### src/rtl/parity_char_bit_packer_assert.svh
// ---------------------------------------------------------------------------
// Assertion macros for the parity character bit packer
// Concurrent assertion wrappers, compiled out for synthesis.
// ---------------------------------------------------------------------------
`ifndef PARITY_CHAR_BIT_PACKER_ASSERT_SVH
`define PARITY_CHAR_BIT_PACKER_ASSERT_SVH

`ifndef SYNTHESIS

// Checked only outside reset.
`define PCBP_ASSERT(label, prop, msg) \
  label: assert property (@(posedge clk) disable iff (!rst_n) prop) else $error(msg);

// Checked during reset as well.
`define PCBP_ASSERT_ALWAYS(label, prop, msg) \
  label: assert property (@(posedge clk) prop) else $error(msg);

`else

`define PCBP_ASSERT(label, prop, msg)
`define PCBP_ASSERT_ALWAYS(label, prop, msg)

`endif

`endif

### src/rtl/pcbp_pkg.sv
// ---------------------------------------------------------------------------
// Parity character bit packer package
// Field widths shared by the interfaces and RTL, and the result item type.
// ---------------------------------------------------------------------------
package pcbp_pkg;

  localparam int CHAR_W = 9;
  localparam int BYTE_W = 8;
  localparam int OFF_W  = 3;

  // Offset at which a character fills two whole bytes.
  localparam logic [OFF_W-1:0] OFF_WRAP = 3'd7;

  // One packed result item.
  typedef struct packed {
    logic [BYTE_W-1:0] out_byte;
    logic              run_end;
    logic              frame_end;
  } res_t;

endpackage

### src/rtl/pcbp_if.sv
// ---------------------------------------------------------------------------
// Parity character bit packer channels
// Valid/ready channels for input characters and packed output bytes.
// ---------------------------------------------------------------------------

// Input channel: one nine-bit character per item.
interface pcbp_in_if;
  logic                        valid;
  logic                        ready;
  logic [pcbp_pkg::CHAR_W-1:0] char_value;
  logic                        last_char;

  modport source (output valid, output char_value, output last_char, input ready);
  modport sink   (input valid, input char_value, input last_char, output ready);
endinterface

// Output channel: one packed byte per item.
interface pcbp_out_if;
  logic                        valid;
  logic                        ready;
  logic [pcbp_pkg::BYTE_W-1:0] out_byte;
  logic                        run_end;
  logic                        frame_end;

  modport source (output valid, output out_byte, output run_end, output frame_end,
                  input ready);
  modport sink   (input valid, input out_byte, input run_end, input frame_end,
                  output ready);
endinterface

### src/rtl/parity_char_bit_packer.sv
// ---------------------------------------------------------------------------
// Parity character bit packer
// Packs nine-bit characters LSB first into a continuous byte stream.
// ---------------------------------------------------------------------------
// The first byte of a character is registered and offered in the cycle after accept.
// A new character is taken only when the result queue is empty or its last
// byte is leaving, so the one-byte output port and its back-pressure set the pace.
// Reset: synchronous, active low; clears the partial byte and the bit offset
// and empties the two-entry result queue; the queue payload is not reset.
module parity_char_bit_packer (
  input  logic      clk,
  input  logic      rst_n,
  pcbp_in_if.sink   in_ch,
  pcbp_out_if.source out_ch
);
  import pcbp_pkg::*;

  // Packing state.
  logic [BYTE_W-1:0] partial_r, partial_nxt;
  logic [OFF_W-1:0]  offset_r, offset_nxt;

  // Two-entry result queue, slot 0 is the head.
  res_t        q_r [2];
  res_t        q_nxt [2];
  logic [1:0]  count_r, count_nxt;

  logic              push, pop, two_res;
  logic [15:0]       shifted;
  logic [BYTE_W-1:0] first_byte, rest_byte;
  logic [3:0]        rest_sh;
  res_t              res0, res1;

  // Handshake: take an item only when the queue will be empty after this cycle.
  assign out_ch.valid     = (count_r != 2'd0);
  assign pop              = out_ch.valid && out_ch.ready;
  assign in_ch.ready      = (count_r == 2'd0) || ((count_r == 2'd1) && out_ch.ready);
  assign push             = in_ch.valid && in_ch.ready;
  assign out_ch.out_byte  = q_r[0].out_byte;
  assign out_ch.run_end   = q_r[0].run_end;
  assign out_ch.frame_end = q_r[0].frame_end;

  // Split the character over the current partial byte and the next one.
  assign shifted    = {7'd0, in_ch.char_value} << offset_r;
  assign first_byte = partial_r | shifted[BYTE_W-1:0];
  assign rest_sh    = 4'd8 - {1'b0, offset_r};
  assign rest_byte  = 8'({7'd0, in_ch.char_value} >> rest_sh);
  assign two_res    = (offset_r == OFF_WRAP) || in_ch.last_char;

  // Result items for this character.
  always_comb begin
    res0.out_byte  = first_byte;
    res0.run_end   = !two_res;
    res0.frame_end = 1'b0;
    res1.out_byte  = rest_byte;
    res1.run_end   = 1'b1;
    res1.frame_end = in_ch.last_char;
  end

  // Next state of the packer and the queue.
  always_comb begin
    partial_nxt = partial_r;
    offset_nxt  = offset_r;
    q_nxt[0]    = q_r[0];
    q_nxt[1]    = q_r[1];
    count_nxt   = count_r;
    if (push) begin
      // The queue is empty once the head leaves, so both slots load fresh.
      q_nxt[0]  = res0;
      q_nxt[1]  = res1;
      count_nxt = two_res ? 2'd2 : 2'd1;
      if (two_res) begin
        partial_nxt = '0;
        offset_nxt  = '0;
      end else begin
        partial_nxt = rest_byte;
        offset_nxt  = offset_r + 3'd1;
      end
    end else if (pop) begin
      q_nxt[0]  = q_r[1];
      count_nxt = count_r - 2'd1;
    end
  end

  // Control state is reset; queue payload is not.
  always_ff @(posedge clk) begin
    if (!rst_n) begin
      partial_r <= '0;
      offset_r  <= '0;
      count_r   <= '0;
    end else begin
      partial_r <= partial_nxt;
      offset_r  <= offset_nxt;
      count_r   <= count_nxt;
    end
  end

  always_ff @(posedge clk) begin
    q_r[0] <= q_nxt[0];
    q_r[1] <= q_nxt[1];
  end

`include "parity_char_bit_packer_assert.svh"

  // The queue never holds more than two items.
  `PCBP_ASSERT_ALWAYS(a_count_max, (!rst_n || count_r != 2'd3), "result queue overflow")

  // Reset leaves the queue empty.
  `PCBP_ASSERT_ALWAYS(a_reset_empty, (!rst_n |=> count_r == 2'd0), "queue not empty after reset")

  // A character that yields two bytes fills both slots.
  `PCBP_ASSERT(a_two_fill, (push && two_res |=> count_r == 2'd2), "two-byte character lost a byte")

  // The head of a full queue is never the end of a run.
  `PCBP_ASSERT(a_head_pair, (count_r == 2'd2 |-> !q_r[0].run_end), "run ended early")

  // The last character of a frame clears the partial byte and the bit offset.
  `PCBP_ASSERT(a_frame_clear, (push && in_ch.last_char |=> offset_r == 3'd0 && partial_r == 8'd0),
               "state not cleared after frame")

endmodule
### src/flat_wrapper.sv
// flat-port wrapper written by rule: the top's interface ports become plain ports
module parity_char_bit_packer_flat import pcbp_pkg::*;
  (clk, rst_n, in_ch_valid, in_ch_char_value, in_ch_last_char, in_ch_ready, out_ch_valid, out_ch_out_byte, out_ch_run_end, out_ch_frame_end, out_ch_ready);
  pcbp_in_if in_ch_i ();
  pcbp_out_if out_ch_i ();
  input  logic clk;
  input  logic rst_n;
  input wire logic [$bits(in_ch_i.valid)-1:0] in_ch_valid;
  input wire logic [$bits(in_ch_i.char_value)-1:0] in_ch_char_value;
  input wire logic [$bits(in_ch_i.last_char)-1:0] in_ch_last_char;
  output wire logic [$bits(in_ch_i.ready)-1:0] in_ch_ready;
  output wire logic [$bits(out_ch_i.valid)-1:0] out_ch_valid;
  output wire logic [$bits(out_ch_i.out_byte)-1:0] out_ch_out_byte;
  output wire logic [$bits(out_ch_i.run_end)-1:0] out_ch_run_end;
  output wire logic [$bits(out_ch_i.frame_end)-1:0] out_ch_frame_end;
  input wire logic [$bits(out_ch_i.ready)-1:0] out_ch_ready;
  assign in_ch_i.valid = in_ch_valid;
  assign in_ch_i.char_value = in_ch_char_value;
  assign in_ch_i.last_char = in_ch_last_char;
  assign in_ch_ready = in_ch_i.ready;
  assign out_ch_valid = out_ch_i.valid;
  assign out_ch_out_byte = out_ch_i.out_byte;
  assign out_ch_run_end = out_ch_i.run_end;
  assign out_ch_frame_end = out_ch_i.frame_end;
  assign out_ch_i.ready = out_ch_ready;
  parity_char_bit_packer u_core (.clk(clk), .rst_n(rst_n), .in_ch(in_ch_i), .out_ch(out_ch_i));
endmodule
### config.mk
export PLATFORM = sky130hd
export DESIGN_NAME = parity_char_bit_packer_flat
export DESIGN_NICKNAME = d
export VERILOG_FILES = /design/src/rtl/pcbp_pkg.sv /design/src/rtl/pcbp_if.sv /design/src/rtl/parity_char_bit_packer.sv /design/src/flat_wrapper.sv
export VERILOG_INCLUDE_DIRS = /design/src /design/src/rtl
export SDC_FILE = /design/constraint.sdc
export NUM_CORES = 1
export LEC_CHECK = 0
export BUFFER_PORTS_ARGS = -buffer_cell sky130_fd_sc_hd__buf_2
export CORE_MARGIN = 2
export CORE_UTILIZATION = 50
export DETAILED_ROUTE_END_ITERATION = 8
export PLACE_DENSITY = 0.71
export SKIP_LAST_GASP = 1
export SYNTH_ARGS = -nofsm -noshare
export SYNTH_HDL_FRONTEND = slang
export SYNTH_SLANG_ARGS = --single-unit
### constraint.sdc
create_clock -name clk -period 2.9 [get_ports clk]
set_input_delay 0.58 -clock clk [delete_from_list [all_inputs] [get_ports clk]]
set_output_delay 0.58 -clock clk [all_outputs]
set_load 0.005 [all_outputs]
==> results of run 1 <==
==> final timing paths <==
check	startpoint	end	slack [ps]	depth (start not counted)
hold / removal	u_core.q_r[0][0]	u_core.q_r[0][0]	460	2
setup reg to reg	u_core.offset_r[0]	u_core.partial_r[5]	760	6
setup / recovery	u_core.offset_r[0]	u_core.partial_r[5]	760	6
hold reg to reg	u_core.q_r[0][0]	u_core.q_r[0][0]	460	2
==> final cells by class <==
class	instances	area share
Sequential cell	32	0.392
Clock inverter	3	0.00658
Tap cell	48	0.0287
Inverter	7	0.0126
Multi-Input combinational cell	131	0.449
Clock buffer	5	0.0329
Timing Repair Buffer	30	0.0777
==> registers in the layout, summed over array words and instances, names as in the netlist <==
name / count
u_core.q_r: 19
u_core.offset_r: 3
u_core.count_r: 2
u_core.partial_r: 8
==> logic make-up after synthesis <==
group,after synthesis,synth area share
AO/OA/AOI/OAI,42,0.149
XOR/XNOR,3,0.0138
adder cells (fa/ha/maj),5,0.0329
buffers and inverters,25,0.0743
flip-flops,32,0.431
multiplexers,24,0.153
AND/OR/NAND/NOR,57,0.146
==> layout by cell type, fill, tap and decap left out, drive strengths merged, types with 5 or more instances in the layout <==
cell | synthesis | routed
inv | 7 | 7
nor2 | 9 | 9
ha | 5 | 5
nand2 | 20 | 20
o21ai | 10 | 10
nand3 | 10 | 10
a21oi | 11 | 11
nor3 | 5 | 5
mux2i | 19 | 19
edfxtp | 18 | 18
buf | 15 | 30
dfxtp | 14 | 14
a21boi | 7 | 7
clkbuf | 3 | 5
==> routing by layer <==
layer  track usage  vias to the layer above  part of all wire
li1              -                      728                 -
met1         0.274                      735              0.44
met2         0.340                       52              0.49
met3        0.0479                        8             0.053
met4        0.0990                        0             0.020
met5             0                        -                 0
==> power groups by stage <==
stage / Clock (uW) / Combinational (uW) / Sequential, uW
6_report: 321 / 372 / 590
3_3_place_gp: 0 / 365 / 599
5_1_grt: 345 / 416 / 598
2_1_floorplan: 0 / 287 / 598
3_5_place_dp: 0 / 370 / 601
4_1_cts: 324 / 371 / 591
==> through the flow <==
step	hold slack [ps]	total power, uW
finish	455	1280
global route	475	1360
CTS	461	1290
detailed placement	453	971
global placement	442	963
floorplan	435	885
==> worst max-delay path, delay by kind of cell (launching register included) <==
| kind | cells | cell delay, ps |
|---|---|---|
| and+or+nand+nor | 1 | 350 |
| buffers and inverters | 1 | 150 |
| adders and majority gates | 1 | 630 |
| muxes | 2 | 490 |
| AOI/OAI and AO/OA | 1 | 120 |
| DFF | 1 | 340 |
==> impl_metrics.py, run 1 <==
metrics = {
    "run_status": {
        "outcome": "completed",
    },
    "layout": {
        "n_antenna_cell": 0,
        "final_layout_size_suffix_gt1_frac": 0.226,
        "stdcell_count": 256,
        "design_area_um2": 2090,
        "n_fill_cell": 322,
        "multiInputGateArea_um2": 941,
        "area_growth_pct": 9.99,
        "final_core_util": 0.572,
        "nets": 226,
        "ff_latch_area_um2": 821,
    },
    "clock_network": {
        "clock_latency_ps": 280,
        "cts_max_level": 2,
        "path_clk_slew_ps": 60,
        "holdBufCountCts": 0,
        "cts_max_path_buffers": 2,
        "cts_buffers": 5,
        "cts_sinks": 32,
        "post-cts-setup-buffer-count": 0,
        "cts.repair.resized": 0,
        "cts_tree": "built",
        "root_buffer": "clkbuf_8",
    },
    "synthesis": {
        "synth_cells": 188,
        "synth-edff-count": 18,
        "synth_nets": 207,
        "synth_top_area_frac": 0.284,
        "synth_ff_type": "edfxtp_1",
        "yosysTopAreaCell": "edfxtp_1",
        "synth-seq-cells": 32,
        "avgSynthCellArea_um2": 10.1,
        "synth_most_common_cell": "nand2_1",
        "ys_top_cells_by_area": "edfxtp_1 (28%), dfxtp_1 (15%), mux2i_1 (10%), mux4_2 (4.7%), nand2_1 (3.9%)",
        "yosys_warnings": 0,
        "yosys-top-cells-count": "nand2_1 (20), mux2i_1 (19), edfxtp_1 (18)",
        "synth_cell_type_count": 43,
        "synth_area_um2": 1900,
        "ys_seq_area_frac": 0.431,
        "async_flop_share": 0,
    },
    "place": {
        "place_ws_ps": 790,
        "placed_cell_area_um2": 2010,
        "place_congestion": 0.962,
        "dp_hpwl_um": 3080,
        "place_inst": 248,
        "io_buffers": 25,
    },
    "critical_path": {
        "path_cells": "inv_1, ha_1, mux2i_1, mux2_2, or3_1, a21boi_1",
        "cp.required_ps": 3120,
        "end_kind": "flop",
        "crit_fanout": 12,
        "slowest_stage": "ha_1",
        "crit_path_max_incr_delay_ps": 630,
        "cp-start-kind": "flop",
        "critical_path_class": "reg -> reg",
        "arrival_ps": 2350,
    },
    "worst_hold_path": {
        "hp-class": "reg -> reg",
    },
    "routing": {
        "drt.antenna.violating_nets": 0,
        "drt-total-wl_um": 4060,
        "drc": 0,
        "firstDrtPassIters": 4,
        "routed_via_density": 5.95,
        "wire_per_inst_um": 15.8,
        "num_vias": 1523,
        "drtIter0Drc": 97,
    },
    "pwr": {
        "p_comb_frac": 0.290,
        "p_leak_uw": 0.000824,
        "p_sw_frac": 0.315,
        "power.density_nw_per_um2": 613,
        "seq_power_share": 0.460,
        "peakVddDrop_v": 0.000250,
        "switchingPower_uw": 404,
        "clkPwrFrac": 0.250,
        "p_int_uw": 879,
    },
    "sta": {
        "setup_violations": 0,
        "fmax_mhz": 468,
        "rsz0062_at_grt": "false",
        "relSlewSlack": 0.425,
        "period_share": 0.737,
        "fin_skew_ps": 5.88,
        "layout_min_cycle_time_ps": 2140,
        "tightest_slew_ps": 861,
        "finalHoldViolations": 0,
        "slew_violations": 0,
        "fin_setup_tns_ps": 0,
        "worst_slack_ps": 762,
    },
    "global_routing": {
        "grt_pass1_vias": 1485,
        "antenna_found_initial": 0,
        "track_usage": 0.213,
        "grt_max_degree": 23,
        "grt_pass1_wl_um": 6920,
        "overflow": 0,
    },
    "floorplanning": {
        "io_pins": 26,
        "core_um2": 3660,
        "die_w_um": 65.7,
        "die_h_um": 65.7,
        "dieArea_um2": 4320,
        "fp-row-count": 22,
        "initial_core_util": 0.520,
    },
    "run": {
        "cap_violations": 0,
    },
}
No activity file was read; power rests on OpenSTA's default activity.
==> inputs of run 2 (changes only) <==
==> constraint.sdc (replaced) <==
create_clock -name clk -period 2.25 [get_ports clk]
set_input_delay 0.45 -clock clk [delete_from_list [all_inputs] [get_ports clk]]
set_output_delay 0.45 -clock clk [all_outputs]
set_load 0.005 [all_outputs]
==> impl_metrics.py, run 2 (synthesis results as in run 1) <==
metrics = {
    "routing": {
        "drt-total-wl_um": 4160,
        "drt.antenna.violating_nets": 0,
        "routed_via_density": 5.79,
        "wire_per_inst_um": 16.1,
        "num_vias": 1494,
        "drtIter0Drc": 94,
        "drc": 0,
        "firstDrtPassIters": 4,
    },
    "pwr": {
        "p_leak_uw": 0.000834,
        "peakVddDrop_v": 0.000335,
        "power.density_nw_per_um2": 789,
    },
    "critical_path": {
        "setup.worst_path.end": "u_core.partial_r[5]",
        "path_cells": "inv_2, ha_1, mux2i_1, mux2_2, or3_1, a21boi_1",
        "cp-start-kind": "flop",
        "critical_path_class": "reg -> reg",
        "r2r_start": "u_core.offset_r[1]",
        "end_kind": "flop",
        "crit_fanout": 12,
        "worstSetupStartpoint": "u_core.offset_r[1]",
        "arrival_ps": 2230,
        "slowest_stage": "ha_1",
        "r2r_slack_ps": 230,
        "cp.required_ps": 2470,
        "rr_endpoint": "u_core.partial_r[5]",
        "ff2ff_path_depth": 6,
        "crit_path_max_incr_delay_ps": 590,
    },
    "clock_network": {
        "post-cts-setup-buffer-count": 0,
        "cts.repair.resized": 0,
        "cts_buffers": 5,
        "cts_tree": "built",
        "path_clk_slew_ps": 70,
        "cts_sinks": 32,
        "clock_latency_ps": 280,
        "cts_max_path_buffers": 2,
        "cts_max_level": 2,
        "root_buffer": "clkbuf_8",
        "holdBufCountCts": 0,
    },
    "layout": {
        "final_layout_size_suffix_gt1_frac": 0.224,
        "largest_register": "u_core.q_r",
        "final_core_util": 0.579,
        "largest_reg_flops": 19,
        "stdcell_count": 258,
        "final_cell_mix": "buf_2 (25), nand2_1 (20), mux2i_1 (19), edfxtp_1 (18), dfxtp_1 (14)",
        "nets": 228,
        "reg_top3": "u_core.q_r: 19 flops, u_core.partial_r: 8 flops, u_core.offset_r: 3 flops",
        "area_growth_pct": 11.3,
        "layout_commonest_cell": "buf_2",
        "n_antenna_cell": 0,
    },
    "sta": {
        "tightest_slew_ps": 496,
        "period_share": 0.896,
        "setup_violations": 0,
        "layout_min_cycle_time_ps": 2020,
        "fin_setup_tns_ps": 0,
        "fin_skew_ps": 5.23,
        "fmax_mhz": 496,
        "slew_violations": 0,
        "rsz0062_at_grt": "false",
        "finalHoldViolations": 0,
        "relSlewSlack": 0.669,
    },
    "place": {
        "io_buffers": 25,
        "dp_hpwl_um": 3120,
        "place_inst": 250,
        "place_congestion": 0.981,
    },
    "global_routing": {
        "track_usage": 0.220,
        "grt_max_degree": 23,
        "grt_pass1_vias": 1446,
        "antenna_found_initial": 0,
        "grt_pass1_wl_um": 7010,
        "overflow": 0,
    },
    "run": {
        "cap_violations": 0,
    },
    "floorplanning": {
        "fp-row-count": 22,
        "initial_core_util": 0.520,
        "die_h_um": 65.7,
        "die_w_um": 65.7,
        "core_um2": 3660,
        "dieArea_um2": 4320,
        "io_pins": 26,
    },
    "worst_hold_path": {
        "hp-class": "in -> reg",
    },
    "run_status": {
        "outcome": "completed",
    },
}
-- run 2: report_power, final --
part / switching, uW / leakage [uW] / internal [uW]
clock network: 204 / 0.0000403 / 211
registers: 25.8 / 0.000293 / 735
logic: 294 / 0.000501 / 201
total: 524 / 0.000834 / 1150
-- run 2: per-stage QoR --
step	setup WS, ps	instance area, um^2	total power, uW	hold slack [ps]
after global placement	347	2040	1250	442
after global routing	76.2	2120	1760	367
after CTS	238	2120	1680	366
final	234	2120	1670	374
after detailed placement	247	2040	1270	445
after floorplan	123	1900	1140	435
-- run 2: cell type report --
class / count / area (um^2)
fillers: 329 / 1540
multi-input cells: 131 / 941
flip-flops and latches: 32 / 821
repair buffers: 32 / 190
clock buffers: 6 / 72.6
well taps: 48 / 60.1
inverters: 7 / 26.3
clock inverters: 2 / 7.51
-- run 2: how the worst min path moves through the flow --
stage / startpoint / end / slack (ps) / cells after the start
4_1_cts: in_ch_last_char / u_core.q_r[0][10] / 370 / 1
6_report: in_ch_last_char / u_core.q_r[0][10] / 370 / 1
2_1_floorplan: u_core.partial_r[6] / u_core.partial_r[6] / 440 / 2
3_5_place_dp: u_core.q_r[0][0] / u_core.q_r[0][0] / 450 / 2
3_3_place_gp: u_core.q_r[0][0] / u_core.q_r[0][0] / 440 / 2
5_1_grt: in_ch_last_char / u_core.q_r[0][10] / 370 / 1
-- run 2: routing by layer --
metal / track usage / routed length [um] / part of all wire / vias to the layer above
met5: 0 / 0 / 0 / -
met4: 0.102 / 70 / 0.017 / 0
met3: 0.0308 / 249 / 0.060 / 6
met2: 0.360 / 2010 / 0.48 / 61
met1: 0.286 / 1830 / 0.44 / 698
li1: - / - / - / 729
-- run 2: critical path, delay by kind of cell, from the launching register on --
family	cells	cell delay, ps
flip-flops	1	340
AND/OR/NAND/NOR	1	350
buffers and inverters	1	60
AO/OA/AOI/OAI	1	120
adder cells (fa/ha/maj)	1	590
multiplexers	2	500
